**config.mk**
```make
export PLATFORM = sky130hd
export DESIGN_NAME = zero_run_rle_row_decoder
export DESIGN_NICKNAME = d
export VERILOG_FILES = /design/src/hw/rtl/zrrle_pkg.sv /design/src/hw/rtl/zrrle_queue.sv /design/src/hw/rtl/zrrle_front.sv /design/src/hw/rtl/zrrle_back.sv /design/src/hw/rtl/zero_run_rle_row_decoder.sv
export SDC_FILE = /design/constraint.sdc
export NUM_CORES = 1
export LEC_CHECK = 0
export ABC_AREA = 1
export ABC_CLOCK_PERIOD_IN_PS = 11670
export BUFFER_PORTS_ARGS = -buffer_cell sky130_fd_sc_hd__buf_2
export CELL_PAD_IN_SITES_DETAIL_PLACEMENT = 1
export CELL_PAD_IN_SITES_GLOBAL_PLACEMENT = 1
export CORE_ASPECT_RATIO = 0.6
export CORE_UTILIZATION = 25
export CTS_BUF_LIST = sky130_fd_sc_hd__clkbuf_8 sky130_fd_sc_hd__clkbuf_16
export CTS_CLUSTER_SIZE = 16
export DETAILED_ROUTE_END_ITERATION = 6
export HOLD_SLACK_MARGIN = 0.06
export PLACE_DENSITY = 0.57
export SLEW_MARGIN = 20
export SYNTH_ARGS = -nofsm -noshare
export SYNTH_HDL_FRONTEND = slang
export SYNTH_SLANG_ARGS = --single-unit
```
**constraint.sdc**
```tcl
create_clock -name i_clk -period 11.67 [get_ports i_clk]
set_clock_uncertainty 0.15 [all_clocks]
set_input_delay 0.5835 -clock i_clk [delete_from_list [all_inputs] [get_ports i_clk]]
set_output_delay 0.5835 -clock i_clk [all_outputs]
set_load 0.05 [all_outputs]
```
**src/hw/rtl/zrrle_pkg.sv**
```systemverilog
// Types, constants and helper functions of the zero-run row decoder.
package zrrle_pkg;

    // Largest decoded row width and frame height.
    localparam int unsigned MAX_WIDTH   = 4095;
    localparam int unsigned MAX_HEIGHT  = 1023;

    // Bytes of the little-endian row length prefix.
    localparam int unsigned PREFIX_BYTES = 2;

    // Default depth of the command queue between front and back.
    localparam int unsigned QUEUE_DEPTH = 4;

    // Configuration register indexes.
    localparam logic [1:0] CFG_FRAME_WIDTH  = 2'd0;
    localparam logic [1:0] CFG_FRAME_HEIGHT = 2'd1;
    localparam logic [1:0] CFG_DATA_LIMIT   = 2'd2;

    // Register reset values.
    localparam logic [11:0] RST_FRAME_WIDTH  = 12'd640;
    localparam logic [9:0]  RST_FRAME_HEIGHT = 10'd480;
    localparam logic [23:0] RST_DATA_LIMIT   = 24'd0;

    // Segment status codes.
    localparam logic [1:0] ST_OK        = 2'd0;
    localparam logic [1:0] ST_EXHAUSTED = 2'd1;
    localparam logic [1:0] ST_BAD_LEN   = 2'd2;
    localparam logic [1:0] ST_NO_COUNT  = 2'd3;

    typedef struct packed {
        logic [7:0] data_byte;
        logic       frame_start;
    } t_in_beat;

    typedef struct packed {
        logic [9:0]  row_index;
        logic [11:0] column_start;
        logic [11:0] pixel_count;
        logic [7:0]  pixel_value;
        logic        row_end;
        logic        frame_end;
        logic [1:0]  status;
    } t_out_beat;

    // One classified byte: an optional pixel or error segment, then an optional row close.
    typedef struct packed {
        logic [9:0]  row;
        logic        seg_valid;
        logic [11:0] seg_col;
        logic [11:0] seg_cnt;
        logic [7:0]  seg_val;
        logic [1:0]  seg_status;
        logic        close_valid;
        logic [11:0] close_col;
        logic [11:0] close_cnt;
        logic        close_fe;
    } t_cmd;

    function automatic logic [11:0] eff_width(input logic [11:0] w);
        logic [11:0] r;
        r = w;
        if (32'(w) > MAX_WIDTH) r = 12'(MAX_WIDTH);
        return r;
    endfunction

    function automatic logic [9:0] eff_height(input logic [9:0] h);
        logic [9:0] r;
        r = h;
        if (32'(h) > MAX_HEIGHT) r = 10'(MAX_HEIGHT);
        return r;
    endfunction

    function automatic t_out_beat seg_beat(input t_cmd c);
        t_out_beat b;
        b.row_index    = c.row;
        b.column_start = c.seg_col;
        b.pixel_count  = c.seg_cnt;
        b.pixel_value  = c.seg_val;
        b.row_end      = 1'b0;
        b.frame_end    = 1'b0;
        b.status       = c.seg_status;
        return b;
    endfunction

    function automatic t_out_beat close_beat(input t_cmd c);
        t_out_beat b;
        b.row_index    = c.row;
        b.column_start = c.close_col;
        b.pixel_count  = c.close_cnt;
        b.pixel_value  = 8'd0;
        b.row_end      = 1'b1;
        b.frame_end    = c.close_fe;
        b.status       = ST_OK;
        return b;
    endfunction

endpackage

```
**src/hw/rtl/zrrle_queue.sv**
```systemverilog
// Small command queue between the decoder front and the output back.
module zrrle_queue
    import zrrle_pkg::*;
#(
    parameter int unsigned DEPTH = QUEUE_DEPTH
) (
    input  logic i_clk,
    input  logic i_rst_n,
    input  logic i_push,
    input  t_cmd i_cmd,
    input  logic i_pop,
    output t_cmd o_cmd,
    output logic o_empty,
    output logic o_full
);

    localparam int unsigned PTR_W = (DEPTH > 1) ? $clog2(DEPTH) : 1;
    localparam int unsigned CNT_W = $clog2(DEPTH + 1);

    t_cmd             r_mem [DEPTH];
    logic [PTR_W-1:0] r_wr_ptr, n_wr_ptr;
    logic [PTR_W-1:0] r_rd_ptr, n_rd_ptr;
    logic [CNT_W-1:0] r_count, n_count;

    assign o_empty = (r_count == '0);
    assign o_full  = (r_count == CNT_W'(DEPTH));
    assign o_cmd   = r_mem[r_rd_ptr];

    always_comb begin
        n_wr_ptr = r_wr_ptr;
        n_rd_ptr = r_rd_ptr;
        n_count  = r_count;
        if (i_push) begin
            n_wr_ptr = (r_wr_ptr == PTR_W'(DEPTH - 1)) ? '0 : r_wr_ptr + 1'b1;
        end
        if (i_pop) begin
            n_rd_ptr = (r_rd_ptr == PTR_W'(DEPTH - 1)) ? '0 : r_rd_ptr + 1'b1;
        end
        if (i_push && !i_pop) begin
            n_count = r_count + 1'b1;
        end else if (i_pop && !i_push) begin
            n_count = r_count - 1'b1;
        end
    end

    always_ff @(posedge i_clk) begin
        if (!i_rst_n) begin
            r_wr_ptr <= '0;
            r_rd_ptr <= '0;
            r_count  <= '0;
        end else begin
            r_wr_ptr <= n_wr_ptr;
            r_rd_ptr <= n_rd_ptr;
            r_count  <= n_count;
        end
    end

    always_ff @(posedge i_clk) begin
        if (i_push) begin
            r_mem[r_wr_ptr] <= i_cmd;
        end
    end

endmodule

```
**src/hw/rtl/zrrle_front.sv**
```systemverilog
// Decoder front: configuration registers and per-byte row parsing into commands.
module zrrle_front
    import zrrle_pkg::*;
(
    input  logic        i_clk,
    input  logic        i_rst_n,
    input  logic        i_cfg_we,
    input  logic [1:0]  i_cfg_index,
    input  logic [23:0] i_cfg_data,
    input  logic        i_in_valid,
    input  t_in_beat    i_in_data,
    input  logic        i_full,
    output logic        o_push,
    output t_cmd        o_cmd
);

    localparam logic [2:0] PH_IDLE   = 3'd0;
    localparam logic [2:0] PH_LEN_LO = 3'd1;
    localparam logic [2:0] PH_LEN_HI = 3'd2;
    localparam logic [2:0] PH_DATA   = 3'd3;
    localparam logic [2:0] PH_COUNT  = 3'd4;
    localparam logic [2:0] PH_DONE   = 3'd5;
    localparam logic [2:0] PH_ERROR  = 3'd6;

    logic [11:0] r_frame_width;
    logic [9:0]  r_frame_height;
    logic [23:0] r_data_limit;

    logic [2:0]  r_phase, n_phase;
    logic [9:0]  r_row, n_row;
    logic [11:0] r_col, n_col;
    logic [11:0] r_pl, n_pl;
    logic [15:0] r_rbl, n_rbl;
    logic [7:0]  r_len_lo, n_len_lo;
    logic [23:0] r_br, n_br;
    logic        r_bounded, n_bounded;

    logic        w_accept;
    logic [2:0]  e_phase;
    logic [9:0]  e_row;
    logic [11:0] e_col, e_pl;
    logic [15:0] e_rbl, v_rbl_dec, v_len;
    logic [23:0] e_br;
    logic        e_bounded;
    logic [11:0] v_run;
    logic        v_close, v_fe;
    t_cmd        v_cmd;

    always_comb begin
        w_accept = i_in_valid && !i_full;

        // A frame start restarts the decoder before the byte is parsed.
        if (i_in_data.frame_start) begin
            e_phase   = PH_LEN_LO;
            e_row     = '0;
            e_col     = '0;
            e_pl      = '0;
            e_rbl     = '0;
            e_br      = r_data_limit;
            e_bounded = (r_data_limit != '0);
        end else begin
            e_phase   = r_phase;
            e_row     = r_row;
            e_col     = r_col;
            e_pl      = r_pl;
            e_rbl     = r_rbl;
            e_br      = r_br;
            e_bounded = r_bounded;
        end

        v_len     = {i_in_data.data_byte, r_len_lo};
        v_rbl_dec = e_rbl - 16'd1;
        v_run     = ({4'd0, i_in_data.data_byte} > e_pl) ? e_pl
                                                         : {4'd0, i_in_data.data_byte};
        v_fe      = ({1'b0, e_row} + 11'd1) >= {1'b0, eff_height(r_frame_height)};
        v_close   = 1'b0;
        v_cmd     = '0;
        v_cmd.row = e_row;

        n_phase   = r_phase;
        n_row     = r_row;
        n_col     = r_col;
        n_pl      = r_pl;
        n_rbl     = r_rbl;
        n_len_lo  = r_len_lo;
        n_br      = r_br;
        n_bounded = r_bounded;

        if (w_accept) begin
            n_phase   = e_phase;
            n_row     = e_row;
            n_col     = e_col;
            n_pl      = e_pl;
            n_rbl     = e_rbl;
            n_br      = e_br;
            n_bounded = e_bounded;

            case (e_phase)
                PH_LEN_LO: begin
                    if (e_bounded && (e_br < 24'(PREFIX_BYTES))) begin
                        v_cmd.seg_valid  = 1'b1;
                        v_cmd.seg_status = ST_EXHAUSTED;
                        n_phase          = PH_ERROR;
                    end else begin
                        n_len_lo = i_in_data.data_byte;
                        n_phase  = PH_LEN_HI;
                    end
                end
                PH_LEN_HI: begin
                    if ((v_len < 16'(PREFIX_BYTES)) || (e_bounded && ({8'd0, v_len} > e_br)))
                    begin
                        v_cmd.seg_valid  = 1'b1;
                        v_cmd.seg_status = ST_BAD_LEN;
                        n_phase          = PH_ERROR;
                    end else begin
                        if (e_bounded) begin
                            n_br = e_br - {8'd0, v_len};
                        end
                        n_rbl = v_len - 16'(PREFIX_BYTES);
                        n_pl  = eff_width(r_frame_width);
                        n_col = '0;
                        if (n_rbl == '0) begin
                            v_close = 1'b1;
                        end else begin
                            n_phase = PH_DATA;
                        end
                    end
                end
                PH_DATA: begin
                    n_rbl = v_rbl_dec;
                    if (i_in_data.data_byte != 8'd0) begin
                        // Literal pixel; drop it once the row is full.
                        if (e_pl != '0) begin
                            v_cmd.seg_valid = 1'b1;
                            v_cmd.seg_col   = e_col;
                            v_cmd.seg_cnt   = 12'd1;
                            v_cmd.seg_val   = i_in_data.data_byte;
                            n_col           = e_col + 12'd1;
                            n_pl            = e_pl - 12'd1;
                        end
                        if (v_rbl_dec == '0) begin
                            v_close = 1'b1;
                        end
                    end else if (v_rbl_dec == '0) begin
                        // Zero marker with no count byte left in the row.
                        v_cmd.seg_valid  = 1'b1;
                        v_cmd.seg_col    = e_col;
                        v_cmd.seg_status = ST_NO_COUNT;
                        n_phase          = PH_ERROR;
                    end else begin
                        n_phase = PH_COUNT;
                    end
                end
                PH_COUNT: begin
                    n_rbl = v_rbl_dec;
                    if (v_run != '0) begin
                        v_cmd.seg_valid = 1'b1;
                        v_cmd.seg_col   = e_col;
                        v_cmd.seg_cnt   = v_run;
                    end
                    n_col = e_col + v_run;
                    n_pl  = e_pl - v_run;
                    if (v_rbl_dec == '0) begin
                        v_close = 1'b1;
                    end else begin
                        n_phase = PH_DATA;
                    end
                end
                default: begin
                end
            endcase

            // Close the row with a transparent pad over what is left of it.
            if (v_close) begin
                v_cmd.close_valid = 1'b1;
                v_cmd.close_col   = n_col;
                v_cmd.close_cnt   = n_pl;
                v_cmd.close_fe    = v_fe;
                n_row             = e_row + 10'd1;
                n_col             = '0;
                n_pl              = '0;
                n_phase           = v_fe ? PH_DONE : PH_LEN_LO;
            end
        end

        o_cmd  = v_cmd;
        o_push = w_accept && (v_cmd.seg_valid || v_cmd.close_valid);
    end

    always_ff @(posedge i_clk) begin
        if (!i_rst_n) begin
            r_frame_width  <= RST_FRAME_WIDTH;
            r_frame_height <= RST_FRAME_HEIGHT;
            r_data_limit   <= RST_DATA_LIMIT;
        end else if (i_cfg_we) begin
            case (i_cfg_index)
                CFG_FRAME_WIDTH:  r_frame_width  <= i_cfg_data[11:0];
                CFG_FRAME_HEIGHT: r_frame_height <= i_cfg_data[9:0];
                CFG_DATA_LIMIT:   r_data_limit   <= i_cfg_data;
                default: begin
                end
            endcase
        end
    end

    always_ff @(posedge i_clk) begin
        if (!i_rst_n) begin
            r_phase   <= PH_IDLE;
            r_row     <= '0;
            r_col     <= '0;
            r_pl      <= '0;
            r_rbl     <= '0;
            r_len_lo  <= '0;
            r_br      <= '0;
            r_bounded <= 1'b0;
        end else begin
            r_phase   <= n_phase;
            r_row     <= n_row;
            r_col     <= n_col;
            r_pl      <= n_pl;
            r_rbl     <= n_rbl;
            r_len_lo  <= n_len_lo;
            r_br      <= n_br;
            r_bounded <= n_bounded;
        end
    end

endmodule

```
**src/hw/rtl/zrrle_back.sv**
```systemverilog
// Output back end: expand queued commands into segment beats through an output register.
module zrrle_back
    import zrrle_pkg::*;
(
    input  logic      i_clk,
    input  logic      i_rst_n,
    input  t_cmd      i_cmd,
    input  logic      i_empty,
    output logic      o_pop,
    output logic      o_out_valid,
    input  logic      i_out_stall,
    output t_out_beat o_out_data
);

    logic      r_valid, n_valid;
    t_out_beat r_beat, n_beat;
    logic      r_pend, n_pend;
    t_out_beat r_pend_beat, n_pend_beat;
    logic      w_load;

    always_comb begin
        w_load      = !r_valid || !i_out_stall;
        n_valid     = r_valid;
        n_beat      = r_beat;
        n_pend      = r_pend;
        n_pend_beat = r_pend_beat;
        o_pop       = 1'b0;
        if (w_load) begin
            if (r_pend) begin
                n_valid = 1'b1;
                n_beat  = r_pend_beat;
                n_pend  = 1'b0;
            end else if (!i_empty) begin
                o_pop   = 1'b1;
                n_valid = 1'b1;
                if (i_cmd.seg_valid) begin
                    n_beat      = seg_beat(i_cmd);
                    n_pend      = i_cmd.close_valid;
                    n_pend_beat = close_beat(i_cmd);
                end else begin
                    n_beat = close_beat(i_cmd);
                end
            end else begin
                n_valid = 1'b0;
            end
        end
    end

    always_ff @(posedge i_clk) begin
        if (!i_rst_n) begin
            r_valid <= 1'b0;
            r_pend  <= 1'b0;
        end else begin
            r_valid <= n_valid;
            r_pend  <= n_pend;
        end
    end

    always_ff @(posedge i_clk) begin
        r_beat      <= n_beat;
        r_pend_beat <= n_pend_beat;
    end

    assign o_out_valid = r_valid;
    assign o_out_data  = r_beat;

endmodule

```
**src/hw/rtl/zero_run_rle_row_decoder.sv**
```systemverilog
// Top level of the zero-run row-coded frame decoder.
// Takes one encoded byte per beat and emits pixel segments (row, column, count, value) with
// row end, frame end and status flags. Each row opens with a 16-bit little-endian length that
// counts its own two bytes; a nonzero byte is a literal pixel, a zero byte is followed by a
// transparent run count. Pixels past the configured width are dropped, and every row closes
// with a transparent pad beat covering the rest of the row (its count may be zero). Errors
// (short prefix when bounded, bad length, missing count) give one status beat, after which
// bytes are dropped until a beat with frame_start. Rate: the front accepts one byte every
// cycle while the command queue has room; the back emits one beat per cycle while the output
// is not stalled, so a byte that both writes a pixel segment and closes a row needs two
// output beats, absorbed by the QUEUE_DEPTH-entry queue. A result beat passes through the
// command queue and the output register of the back. data_limit is sampled at frame start;
// width and height are read live. Write the registers only while idle.
module zero_run_rle_row_decoder
    import zrrle_pkg::*;
#(
    parameter int unsigned QUEUE_DEPTH_P = QUEUE_DEPTH
) (
    input  logic        i_clk,
    input  logic        i_rst_n,
    // configuration write port
    input  logic        i_cfg_we,
    input  logic [1:0]  i_cfg_index,
    input  logic [23:0] i_cfg_data,
    // byte input channel
    input  logic        i_in_valid,
    output logic        o_in_stall,
    input  t_in_beat    i_in_data,
    // segment output channel
    output logic        o_out_valid,
    input  logic        i_out_stall,
    output t_out_beat   o_out_data
);

    logic w_push, w_pop, w_empty, w_full;
    t_cmd w_cmd_in, w_cmd_out;

    // Hold off new bytes only while the queue is full.
    assign o_in_stall = w_full;

    zrrle_front u_front (
        .i_clk       (i_clk),
        .i_rst_n     (i_rst_n),
        .i_cfg_we    (i_cfg_we),
        .i_cfg_index (i_cfg_index),
        .i_cfg_data  (i_cfg_data),
        .i_in_valid  (i_in_valid),
        .i_in_data   (i_in_data),
        .i_full      (w_full),
        .o_push      (w_push),
        .o_cmd       (w_cmd_in)
    );

    zrrle_queue #(
        .DEPTH (QUEUE_DEPTH_P)
    ) u_queue (
        .i_clk   (i_clk),
        .i_rst_n (i_rst_n),
        .i_push  (w_push),
        .i_cmd   (w_cmd_in),
        .i_pop   (w_pop),
        .o_cmd   (w_cmd_out),
        .o_empty (w_empty),
        .o_full  (w_full)
    );

    zrrle_back u_back (
        .i_clk       (i_clk),
        .i_rst_n     (i_rst_n),
        .i_cmd       (w_cmd_out),
        .i_empty     (w_empty),
        .o_pop       (w_pop),
        .o_out_valid (o_out_valid),
        .i_out_stall (i_out_stall),
        .o_out_data  (o_out_data)
    );

endmodule

```
==> qor.txt, run 1 <==
P_sw: 0.002273 W
DPL Wire Length: 61440 um
CTS root buf: clkbuf_16
Crit path to: u_queue.r_mem[2][11]
Peak VDD IR: 0.1621 mV
GR Util met1: 27.13%
Total GRT Usage: 16.92%
Hold Vio Cnt, Final: 0
FF-to-FF setup slack: 5720 ps
Fmax achieved: 0.1536 GHz
CP max-delay cell: buf_4
Combinational fraction of design power: 30.7%
CORE AREA: 100700 sq um
GR Overflow Total: 0
Post-CTS setup buffers: 0
Clock Tree Buf Depth: 3
Syn-to-layout area delta: 14.84%
H-tree Lvls: 2
Final period util: 55.79%
Initial DRC Count: 1421
First-pass DRT Iterations: 5
Met3 GRT Util: 3.132%
GP Congestion: 0.8682
Reg power frac: 39.1%
Power Density: 202.7 nW/um^2
Pre-CTS WS: 4510 ps
Mapped Cells: 2903
Final wirelength: 87390 um
Endpoints failing setup: 0
Worst reg2reg path endpoint: u_queue.r_mem[2][11]
TritonCTS buffer count: 54
Ratio of cells with drive above 1 in the final layout: 10.20%
Slew margin rel.: 26.73%
CP max stage delay: 760 ps
Synthesized area: 25440 sq um
Clk pwr share: 30.2%
HP Start: i_cfg_data[11]
TritonCTS clock tree: done
Die Span X: 413.8 um
Sw Ratio: 38.38%
Worst R2R Path Depth: 17
R2R Path Start: u_front.r_data_limit[0]
Final worst setup slack: 5159 ps
Vias/cell: 4.698
Crit path cell chain: buf_2 > buf_4 > mux2i_1 > ha_1 > fa_1 > o21ai_0 > nand2_1 > nand2_1 > nand3_1 > nand3_2 > nand2_4 > nor2_8 > nand2_1 > nand2_4 > nand2_4 > nand2_2 > inv_2 > nor2_4 > buf_4
Register bit total from synthesis: 508
Max_cap viols: 0
Ys Warns: 0
Clk slew on worst S/H paths: 60 ps
Starting Density: 25.27%
Average size of a mapped cell: 8.763 sq um
Min Tclk post-route: 6511 ps
PortBufs: 87
Cell family with most CP delay: simple AND/OR/NAND/NOR gates
IO Pins: 88
TNS Setup: 0 ps
Global-route wire length before repair: 132700 um
Worst Path Buf+Inv: 4
Clock sinks: 508
RSZ-0062 raised after global routing: no
Initial antenna violation count: 3
Final ANT Viol Nets: 0
CP Launch Type: input port
Height of the die: 249.1 um
Worst setup path class: input port to register
Routed wire per std cell: 20.07 um
CP Data Required Time: 11770 ps
WP depth: 19
Clock Latency Late Sink: 640 ps
Die Area: 103100 sq um
GRT busiest layer: met1
Slew of the pin with the lowest slew margin: 1091 ps
Met2 usage in global routing: 23.18%
Crit end category: register
Max-slew violations: 0
Synth cell types: 61
Outcome: complete, no violations
Crit path from: i_in_data[0]
# DRC: 0
Site row count: 90
Post-layout nets: 3085
Register area share after synthesis: 54.34%
Vias in the first global route: 20.42k
Arrival time of the worst setup path: 6610 ps
Int Power: 0.003649 W
Static Leak: 11.65 nW
Vias: 20.46k
Hold WC Path Type: input port to register
Critical-path maximum fanout: 48
Pin count of the biggest net entering global routing: 88
metrics by stage:
step           power [W]  cell area (sq um)  util, %  hold slack, ps  instances
2_1_floorplan   0.003579              25510        -           279.2       2921
3_3_place_gp    0.004176              27300    27.12           298.4       4244
3_5_place_dp    0.004189              27300    27.12           298.2       4244
4_1_cts         0.006002              29210    29.02           60.07       4354
5_1_grt         0.006264              29210    29.02           91.81       4354
6_report        0.005922              29210    29.02           88.50       4355
kinds of logic (layout without fill, tap and decap cells):
family	count (synthesis)	in the layout	share of synthesized area, %
mux	1	1	0.03935
simple gates	1265	1265	21.19
other cells	1	20	0.01474
xor+xnor	36	36	1.239
buf+inv	402	501	6.394
compound gates	620	620	13.23
fa+ha+maj	70	70	3.561
flops	508	508	54.34
cell type report:
cell class,instances,area (sq um)
well taps,1334,1669
repair buffers,125,743.2
clock buffers,61,1448
flip-flops and latches,508,13830
inverters,275,1040
multi-input cells,2011,10110
clock inverters,40,374.1
diodes,1,2.502
fillers,11780,71460
flip-flops by register name (all words and copies together), names as in the netlist, 3 cells and up, named ones only:
signal	count
u_queue.r_mem	284
u_front.r_frame_height	10
u_back.o_out_data	46
u_front.r_phase	3
u_front.r_data_limit	24
u_front.r_rbl	16
u_back.r_pend_beat	35
u_front.r_pl	12
u_front.r_len_lo	8
u_front.r_row	10
u_front.r_br	24
u_front.r_frame_width	12
u_queue.r_count	3
u_front.r_col	12
cell usage after synthesis, drive strengths merged:
cell	number	area share, %
a211oi	2	0.059
a21o	3	0.089
a21oi	176	3.5
a221oi	1	0.034
a22o	1	0.034
a22oi	5	0.15
a31o	1	0.034
a31oi	10	0.25
a41oi	5	0.17
and2	3	0.074
buf	39	1.0
clkbuf	88	1.3
clkinv	1	0.015
conb	1	0.015
dfxtp	143	11
edfxtp	365	43
fa	4	0.31
ha	66	3.2
inv	274	4.1
mux2i	1	0.039
nand2	559	8.6
nand3	148	3.0
nand3b	5	0.15
nand4	29	0.80
nor2	480	7.6
nor3	34	0.73
nor4	2	0.049
o2111ai	1	0.034
o211a	2	0.079
o211ai	15	0.46
o21a	3	0.089
o21ai	320	6.4
o21bai	6	0.18
o221ai	2	0.069
o22ai	64	1.6
o31a	1	0.034
o31ai	2	0.059
or2	5	0.12
xnor2	10	0.34
xor2	26	0.90
repair_timing:
action,in CTS,in global routing
resized for setup,0,0
endpoints found under the hold margin,9,0
hold buffers,9,0
layer usage:
| layer | up-vias | wire, um |
|---|---|---|
| met5 | - | 0 |
| met4 | 0 | 1217 |
| met3 | 74 | 4862 |
| met2 | 400 | 34110 |
| met1 | 10010 | 47200 |
| li1 | 9974 | - |
placed cells by master, fill, tap and decap left out, types with 4 or more instances in the layout:
master / netlist / final
clkinv_2: 0 / 9
o21bai_1: 6 / 6
edfxtp_1: 365 / 365
conb_1: 1 / 19
dfxtp_1: 143 / 140
buf_2: 17 / 87
buf_4: 4 / 29
clkinv_1: 1 / 8
nand2_1: 529 / 528
nand2_2: 25 / 26
nand4_1: 27 / 27
o21ai_1: 20 / 20
fa_1: 4 / 4
nor3_2: 3 / 4
nand2_4: 5 / 5
inv_1: 252 / 258
nor2_1: 459 / 453
clkbuf_8: 0 / 7
xor2_1: 26 / 26
nor3_1: 31 / 30
o211ai_1: 14 / 14
nand3_1: 144 / 144
bufinv_16: 0 / 5
a22oi_1: 5 / 5
nor2_2: 10 / 11
a31oi_1: 10 / 10
inv_2: 21 / 22
clkbuf_16: 0 / 54
o22ai_1: 64 / 64
a21oi_1: 176 / 175
o21ai_0: 297 / 297
a41oi_1: 5 / 5
or2_2: 5 / 5
ha_1: 66 / 66
xnor2_1: 10 / 10
nor2_4: 8 / 13
nand3b_1: 5 / 5
dlygate4sd3_1: 0 / 9
how the worst min path moves through the flow:
stage / end / slack, ps / cells after the start
finish: u_front.r_frame_width[11] / 90 / 3
floorplan: u_front.r_frame_width[7] / 280 / 2
global placement: u_front.r_frame_width[7] / 300 / 2
CTS: u_front.r_data_limit[14] / 60 / 3
global route: u_front.r_frame_width[11] / 90 / 3
detailed placement: u_front.r_frame_width[7] / 300 / 2
worst min-delay path, stage by stage:
cell	delay [ps]
buf_2	120
nor2_1	50
nor2_1	80
power groups by stage:
stage	clock network [W]	registers, W	logic, W
2_1_floorplan	0	0.00262	0.000963
3_3_place_gp	0	0.00236	0.00182
3_5_place_dp	0	0.00236	0.00183
4_1_cts	0.00184	0.00232	0.00184
5_1_grt	0.00190	0.00235	0.00201
6_report	0.00179	0.00232	0.00182
Power figures use the tool's default switching activity.
==> inputs of run 2 (changes only) <==
--- a/config.mk
+++ b/config.mk
@@ -6,7 +6,7 @@
 export NUM_CORES = 1
 export LEC_CHECK = 0
 export ABC_AREA = 1
-export ABC_CLOCK_PERIOD_IN_PS = 11670
+export ABC_CLOCK_PERIOD_IN_PS = 5960
 export BUFFER_PORTS_ARGS = -buffer_cell sky130_fd_sc_hd__buf_2
 export CELL_PAD_IN_SITES_DETAIL_PLACEMENT = 1
 export CELL_PAD_IN_SITES_GLOBAL_PLACEMENT = 1
@@ -16,7 +16,7 @@
 export CTS_CLUSTER_SIZE = 16
 export DETAILED_ROUTE_END_ITERATION = 6
 export HOLD_SLACK_MARGIN = 0.06
-export PLACE_DENSITY = 0.57
+export PLACE_DENSITY = 0.59
 export SLEW_MARGIN = 20
 export SYNTH_ARGS = -nofsm -noshare
 export SYNTH_HDL_FRONTEND = slang
==> constraint.sdc (replaced) <==
create_clock -name i_clk -period 5.96 [get_ports i_clk]
set_clock_uncertainty 0.15 [all_clocks]
set_input_delay 0.298 -clock i_clk [delete_from_list [all_inputs] [get_ports i_clk]]
set_output_delay 0.298 -clock i_clk [all_outputs]
set_load 0.05 [all_outputs]
==> run 2 against run 1 <==
Worst hold slack better by 17 ps; worst setup slack lost 3900 ps; combinational power grew 97%; sequential share of layout area is 0.64 points lower; register-to-register slack got worse by 4500 ps; routed wire length rose by 0.75%; first-iteration DRC count rose by 0.91%; flip-flop and latch count stayed put; global-route usage barely moved; die area is the same; power grew 93%; critical path type is now register to register.
==> qor.txt, run 2 (synthesis results as in run 1) <==
Vias in the first global route: 20.82k (+1.9%)
RSZ-0062 raised after global routing: no
Fill cells: 11.86k (+0.68%)
CP Launch Type: register
Slew margin rel.: 28.42% (+1.7 points)
Largest register FFs: 284 (unchanged)
TritonCTS buffer count: 51 (-5.6%)
Hold Path Stages: 5 (+2)
Initial DRC Count: 1434 (+0.91%)
FF-to-FF setup slack: 1220 ps (-4500 ps)
PnR Total Power: 0.01143 W (+93%)
Clock sinks: 508 (unchanged)
H-tree Lvls: 2 (unchanged)
HP Start: i_cfg_index[0]
PortBufs: 87 (unchanged)
Multi-input logic area: 10100 sq um (about the same)
TritonCTS clock tree: done
CP Data Required Time: 6140 ps (-5630 ps)
Reg with most FFs: u_queue.r_mem
CP dominant cell by count: nand2_1
Final wirelength: 88040 um (+0.75%)
Flip-flop and latch area: 13830 sq um (unchanged)
First-pass DRT Iterations: 5 (unchanged)
Critical-path maximum fanout: 9 (-81%)
Arrival time of the worst setup path: 4920 ps (-1690 ps)
Post-layout nets: 3131 (+1.5%)
Slew of the pin with the lowest slew margin: 1071 ps (-19.56 ps)
Die Span X: 413.8 um (unchanged)
Height of the die: 249.1 um (unchanged)
Worst reg2reg path endpoint: u_queue.r_mem[0][23]
DPL Wire Length: 60810 um (-1.0%)
IO Pins: 88 (unchanged)
CP max-delay cell: nor2_2
Sink of the worst hold path: u_front.r_frame_width[8]
Min Tclk post-route: 4744 ps
GP Congestion: 0.8882 (+2.3%)
Clk slew on worst S/H paths: 70 ps (about the same)
Vias/cell: 4.768 (+1.5%)
Pin count of the biggest net entering global routing: 88 (unchanged)
Global-route wire length before repair: 132900 um (+0.15%)
Site row count: 90 (unchanged)
Final ANT Viol Nets: 0 (unchanged)
Worst Path Buf+Inv: 5 (+1)
Post_cts resized: 0 (unchanged)
Hold WC Path Type: input port to register
Max-slew violations: 0 (unchanged)
GR Overflow Total: 0 (unchanged)
Worst R2R Path Depth: 30 (+13)
CORE AREA: 100700 sq um (unchanged)
Max_cap viols: 0 (unchanged)
Crit end category: register
Ratio of cells with drive above 1 in the final layout: 10.19% (-0.013 points)
R2R Path Start: u_front.r_pl[1]
Routed wire per std cell: 20.02 um (-0.24%)
Die Area: 103100 sq um (unchanged)
# DRC: 0 (unchanged)
Endpoints failing setup: 0 (unchanged)
Cell family with most CP delay: simple AND/OR/NAND/NOR gates
Fmax achieved: 0.2108 GHz
WP depth: 30 (+11)
Vias: 20.97k (+2.5%)
Worst setup path class: register to register
Hold_ws: 105.2 ps (+16.68 ps)
Clock Tree Buf Depth: 3 (unchanged)
Peak VDD IR: 0.2709 mV (+67%)
Commonest non-fill, non-tap cell in the layout: nand2_1
CP max stage delay: 370 ps (-390 ps)
Starting Density: 25.27% (unchanged)
Static Leak: 11.83 nW (+1.5%)
CTS root buf: clkbuf_16
Hold Buf Count CTS: 49 (+40)
Most frequent cells in the layout: 528 x nand2_1, 453 x nor2_1, 365 x edfxtp_1, 296 x o21ai_0, 259 x inv_1
Outcome: complete, no violations
Hold Vio Cnt, Final: 0 (unchanged)
Post-CTS setup buffers: 0 (unchanged)
Syn-to-layout area delta: 16.40%
Final period util: 79.60%
Total GRT Usage: 16.92% (about the same)
Clock Latency Late Sink: 620 ps (-20 ps)
Initial antenna violation count: 8 (+5)
Power Density: 385.9 nW/um^2 (+90%)
run 2: cell types whose count changed in the layout (fill, tap and decap cells not counted), sizes merged:
cell,previous run,this run
dlygate4sd3,9,49
buf,116,125
clkbuf,61,54
inv,286,288
clkinv,21,20
run 2: final cells by class:
class	instances	area share, %
diodes	1	0.008451
clock buffers	54	4.449
clock inverters	41	1.234
inverters	275	3.507
multi-input cells	2011	34.12
flip-flops and latches	508	46.70
well taps	1334	5.637
repair buffers	174	4.344
run 2: how the worst max path moves through the flow:
stage / from / to / slack (ps)
after floorplan: i_in_data[0] / u_queue.r_mem[0][0] / -900
after global placement: i_in_data[0] / u_queue.r_mem[0][23] / 1170
after detailed placement: i_in_data[0] / u_queue.r_mem[0][23] / 1190
after CTS: u_front.r_pl[1] / u_queue.r_mem[3][23] / 1310
after global routing: u_front.r_pl[1] / u_queue.r_mem[0][22] / 870
final: u_front.r_pl[1] / u_queue.r_mem[0][23] / 1220
run 2: report_power, final:
group | total [W] | internal [W] | leakage [nW] | switching [W]
clock network | 0.00333 | 0.00183 | 0.868 | 0.00150
logic | 0.00358 | 0.000871 | 6.23 | 0.00271
registers | 0.00452 | 0.00433 | 4.73 | 0.000192
total | 0.0114 | 0.00703 | 11.8 | 0.00440
run 2: metrics by stage:
stage	TNS, ps	instances	instance area, sq um	worst slack [ps]	utilization, %
finish	0	4398	29610	1216	29.41
global route	0	4397	29610	869.2	29.41
CTS	0	4397	29610	1314	29.41
detailed placement	0	4253	27440	1186	27.25
global placement	0	4253	27440	1172	27.25
floorplan	-256310	2921	25510	-902.5	-
run 2: worst reg2reg max path: cells and delay by family (launching register included):
family	cells	cell delay (ps)
fa+ha+maj	3	920
simple gates	21	2430
flops	1	310
compound gates	1	70
buf+inv	5	580
run 2: layer usage:
layer,track usage (%),share of wire [%],routed length [um]
met1,26.04,52,45580
met3,2.886,5.1,4509
met4,3.487,1.8,1573
met5,0,0.069,61
met2,24.43,41,36320
==> inputs of run 3 (changes only) <==
--- a/config.mk
+++ b/config.mk
@@ -6,7 +6,7 @@
 export NUM_CORES = 1
 export LEC_CHECK = 0
 export ABC_AREA = 1
-export ABC_CLOCK_PERIOD_IN_PS = 5960
+export ABC_CLOCK_PERIOD_IN_PS = 4600
 export BUFFER_PORTS_ARGS = -buffer_cell sky130_fd_sc_hd__buf_2
 export CELL_PAD_IN_SITES_DETAIL_PLACEMENT = 1
 export CELL_PAD_IN_SITES_GLOBAL_PLACEMENT = 1
@@ -16,7 +16,7 @@
 export CTS_CLUSTER_SIZE = 16
 export DETAILED_ROUTE_END_ITERATION = 6
 export HOLD_SLACK_MARGIN = 0.06
-export PLACE_DENSITY = 0.59
+export PLACE_DENSITY = 0.57
 export SLEW_MARGIN = 20
 export SYNTH_ARGS = -nofsm -noshare
 export SYNTH_HDL_FRONTEND = slang
==> constraint.sdc (replaced) <==
create_clock -name i_clk -period 4.6 [get_ports i_clk]
set_clock_uncertainty 0.15 [all_clocks]
set_input_delay 0.23 -clock i_clk [delete_from_list [all_inputs] [get_ports i_clk]]
set_output_delay 0.23 -clock i_clk [all_outputs]
set_load 0.05 [all_outputs]
==> run 3 against run 2 <==
Flip-flop and latch count did not move; global-route usage grew 0.62 points; largest cell class unchanged; sequential share of layout area decreased by 1.3 points; die area unchanged; power increased by 31%; clock-buffer cell count rose by 2; via count rose by 1.2%; clock power up 24%.
==> qor.txt, run 3 (synthesis results as in run 1) <==
WL met1: 49820 um (+9.3%)
CP dominant cell by count: nand2_1
FF-to-FF setup slack: 410 ps (-810 ps)
Pin count of the biggest net entering global routing: 129 (+47%)
Static Leak: 12.32 nW (+4.2%)
Routed wire per std cell: 20.24 um (+1.1%)
Detailed route wirelength on metal2: 35100 um (-3.3%)
Clock Tree Buf Depth: 3 (unchanged)
Reg power frac: 39.1% (-0.5 points)
TritonCTS buffer count: 52 (+2.0%)
Endpoints failing setup: 0 (unchanged)
CORE AREA: 100700 sq um (unchanged)
Ratio of cells with drive above 1 in the final layout: 13.01% (+2.8 points)
Starting Density: 25.27% (unchanged)
H-tree Lvls: 2 (unchanged)
PortBufs: 87 (unchanged)
Hold Vio Cnt, Final: 0 (unchanged)
Clock sinks: 508 (unchanged)
Power Density: 491.0 nW/um^2 (+27%)
Placed Cells: 4350 (+2.3%)
Post-CTS setup buffers: 0 (unchanged)
Max-slew violations: 0 (unchanged)
GR Overflow Total: 0 (unchanged)
Sw Ratio: 39.35% (+0.84 points)
TNS Setup: 0 ps (unchanged)
Int Power: 0.009069 W (+29%)
Largest register FFs: 284 (unchanged)
# DRC: 0 (unchanged)
Clk pwr share: 27.6% (-1.5 points)
Clk slew on worst S/H paths: 60 ps (about the same)
Outcome: complete, no violations
CP Data Required Time: 4800 ps (-1340 ps)
CP max stage delay: 530 ps (+160 ps)
Slew of the pin with the lowest slew margin: 1041 ps (-29.94 ps)
RSZ-0062 raised after global routing: no
Die Span X: 413.8 um (unchanged)
Clock Latency Late Sink: 640 ps (+20 ps)
Die Area: 103100 sq um (unchanged)
Most frequent cells in the layout: 526 x nand2_1, 453 x nor2_1, 365 x edfxtp_1, 294 x o21ai_0, 264 x inv_1
Arrival time of the worst setup path: 4480 ps (-440 ps)
Max_cap viols: 0 (unchanged)
Vias in the first global route: 21.42k (+2.9%)
Pre-CTS WS: 6.936 ps (-1179 ps)
IO Pins: 88 (unchanged)
Commonest non-fill, non-tap cell in the layout: nand2_1
CP max-delay cell: dlygate4sd3_1
TritonCTS clock tree: done
P_sw: 0.005884 W (+34%)
DPL Wire Length: 64950 um (+6.8%)
Initial DRC Count: 1368 (-4.6%)
Min Tclk post-route: 4282 ps
Initial antenna violation count: 1 (-7)
Uppermost layer routed: met4
Final worst setup slack: 318.0 ps (-898.0 ps)
Peak VDD IR: 0.3759 mV (+39%)
Post-layout nets: 3234 (+3.3%)
Global-route wire length before repair: 137800 um (+3.7%)
Final wirelength: 91120 um (+3.5%)
CTS root buf: clkbuf_16
Crit end category: register
GP Congestion: 0.8984 (+1.1%)
Critical-path maximum fanout: 20 (+11)
Fmax achieved: 0.2335 GHz
Worst setup path class: input port to register
Met3 wire len: 5147 um (+14%)
Hold WC Path Type: input port to register
Site row count: 90 (unchanged)
CP Launch Type: input port
Vias: 21.23k (+1.2%)
Vias/cell: 4.716 (-1.1%)
Final Non-Filler Cells: 4501 (+2.3%)
Height of the die: 249.1 um (unchanged)
Reg with most FFs: u_queue.r_mem
Combinational fraction of design power: 33.3% (+2.0 points)
Syn-to-layout area delta: 19.70%
Final period util: 93.09%
Total GRT Usage: 17.54% (+0.62 points)
Final ANT Viol Nets: 0 (unchanged)
First-pass DRT Iterations: 5 (unchanged)
Fill cells: 11.83k (-0.30%)
Slew margin rel.: 30.05% (+1.6 points)
==> run 3: what timing repair did <==
action | 4_1_cts | 5_1_grt
resized for setup | 0 | 12
endpoints found under the hold margin | 81 | 0
endpoints found under the setup margin | 0 | 292
hold buffers | 52 | 0
==> run 3: routing by layer <==
| metal | up-vias | global-route usage, % |
|---|---|---|
| met2 | 429 | 23.69 |
| met4 | 0 | 2.689 |
| met1 | 10450 | 28.48 |
| met3 | 74 | 3.404 |
| li1 | 10270 | - |
| met5 | - | 0 |
==> run 3: power by group through the flow <==
stage	Combinational (W)	Clock, W	Sequential (W)
after detailed placement	0.00497	0	0.00595
final	0.00498	0.00413	0.00585
after floorplan	0.00245	0	0.00664
after CTS	0.00503	0.00427	0.00586
after global routing	0.00547	0.00443	0.00591
after global placement	0.00495	0	0.00595
==> run 3: critical path, delay by kind of cell <==
family,cells,cell delay [ps]
simple gates,19,2040
buf+inv,7,1250
fa+ha+maj,3,850
compound gates,1,70
==> run 3: layout make-up <==
type                       instances  area [sq um]  share of cell area, %
clock inverter                    40         274.0                 0.8999
timing repair buffer             274          2135                  7.010
multi-input combinational       2013         10140                  33.29
sequential                       508         13830                  45.42
antenna                            1         2.502               0.008218
inverter                         275          1047                  3.439
tap                             1334          1669                  5.481
clock buffer                      56          1356                  4.454
==> run 3: worst paths after layout <==
path | end | cells after the start | from
setup / recovery | u_queue.r_mem[2][23] | 30 | i_in_data[0]
hold / removal | u_front.r_frame_height[5] | 4 | i_cfg_data[5]
setup reg to reg | u_queue.r_mem[2][69] | 17 | u_front.r_len_lo[2]
hold reg to reg | u_front.r_br[12] | 2 | u_front.r_br[12]
==> run 3: metrics by stage <==
step                util (%)  power [W]  instance area (sq um)  hold slack [ps]
floorplan                  -   0.009083                  25540            206.3
global placement       28.07    0.01090                  28250            293.4
detailed placement     28.07    0.01092                  28250            305.9
CTS                    30.20    0.01515                  30410            224.3
global route           30.24    0.01581                  30450            260.5
finish                 30.25    0.01495                  30450            260.8
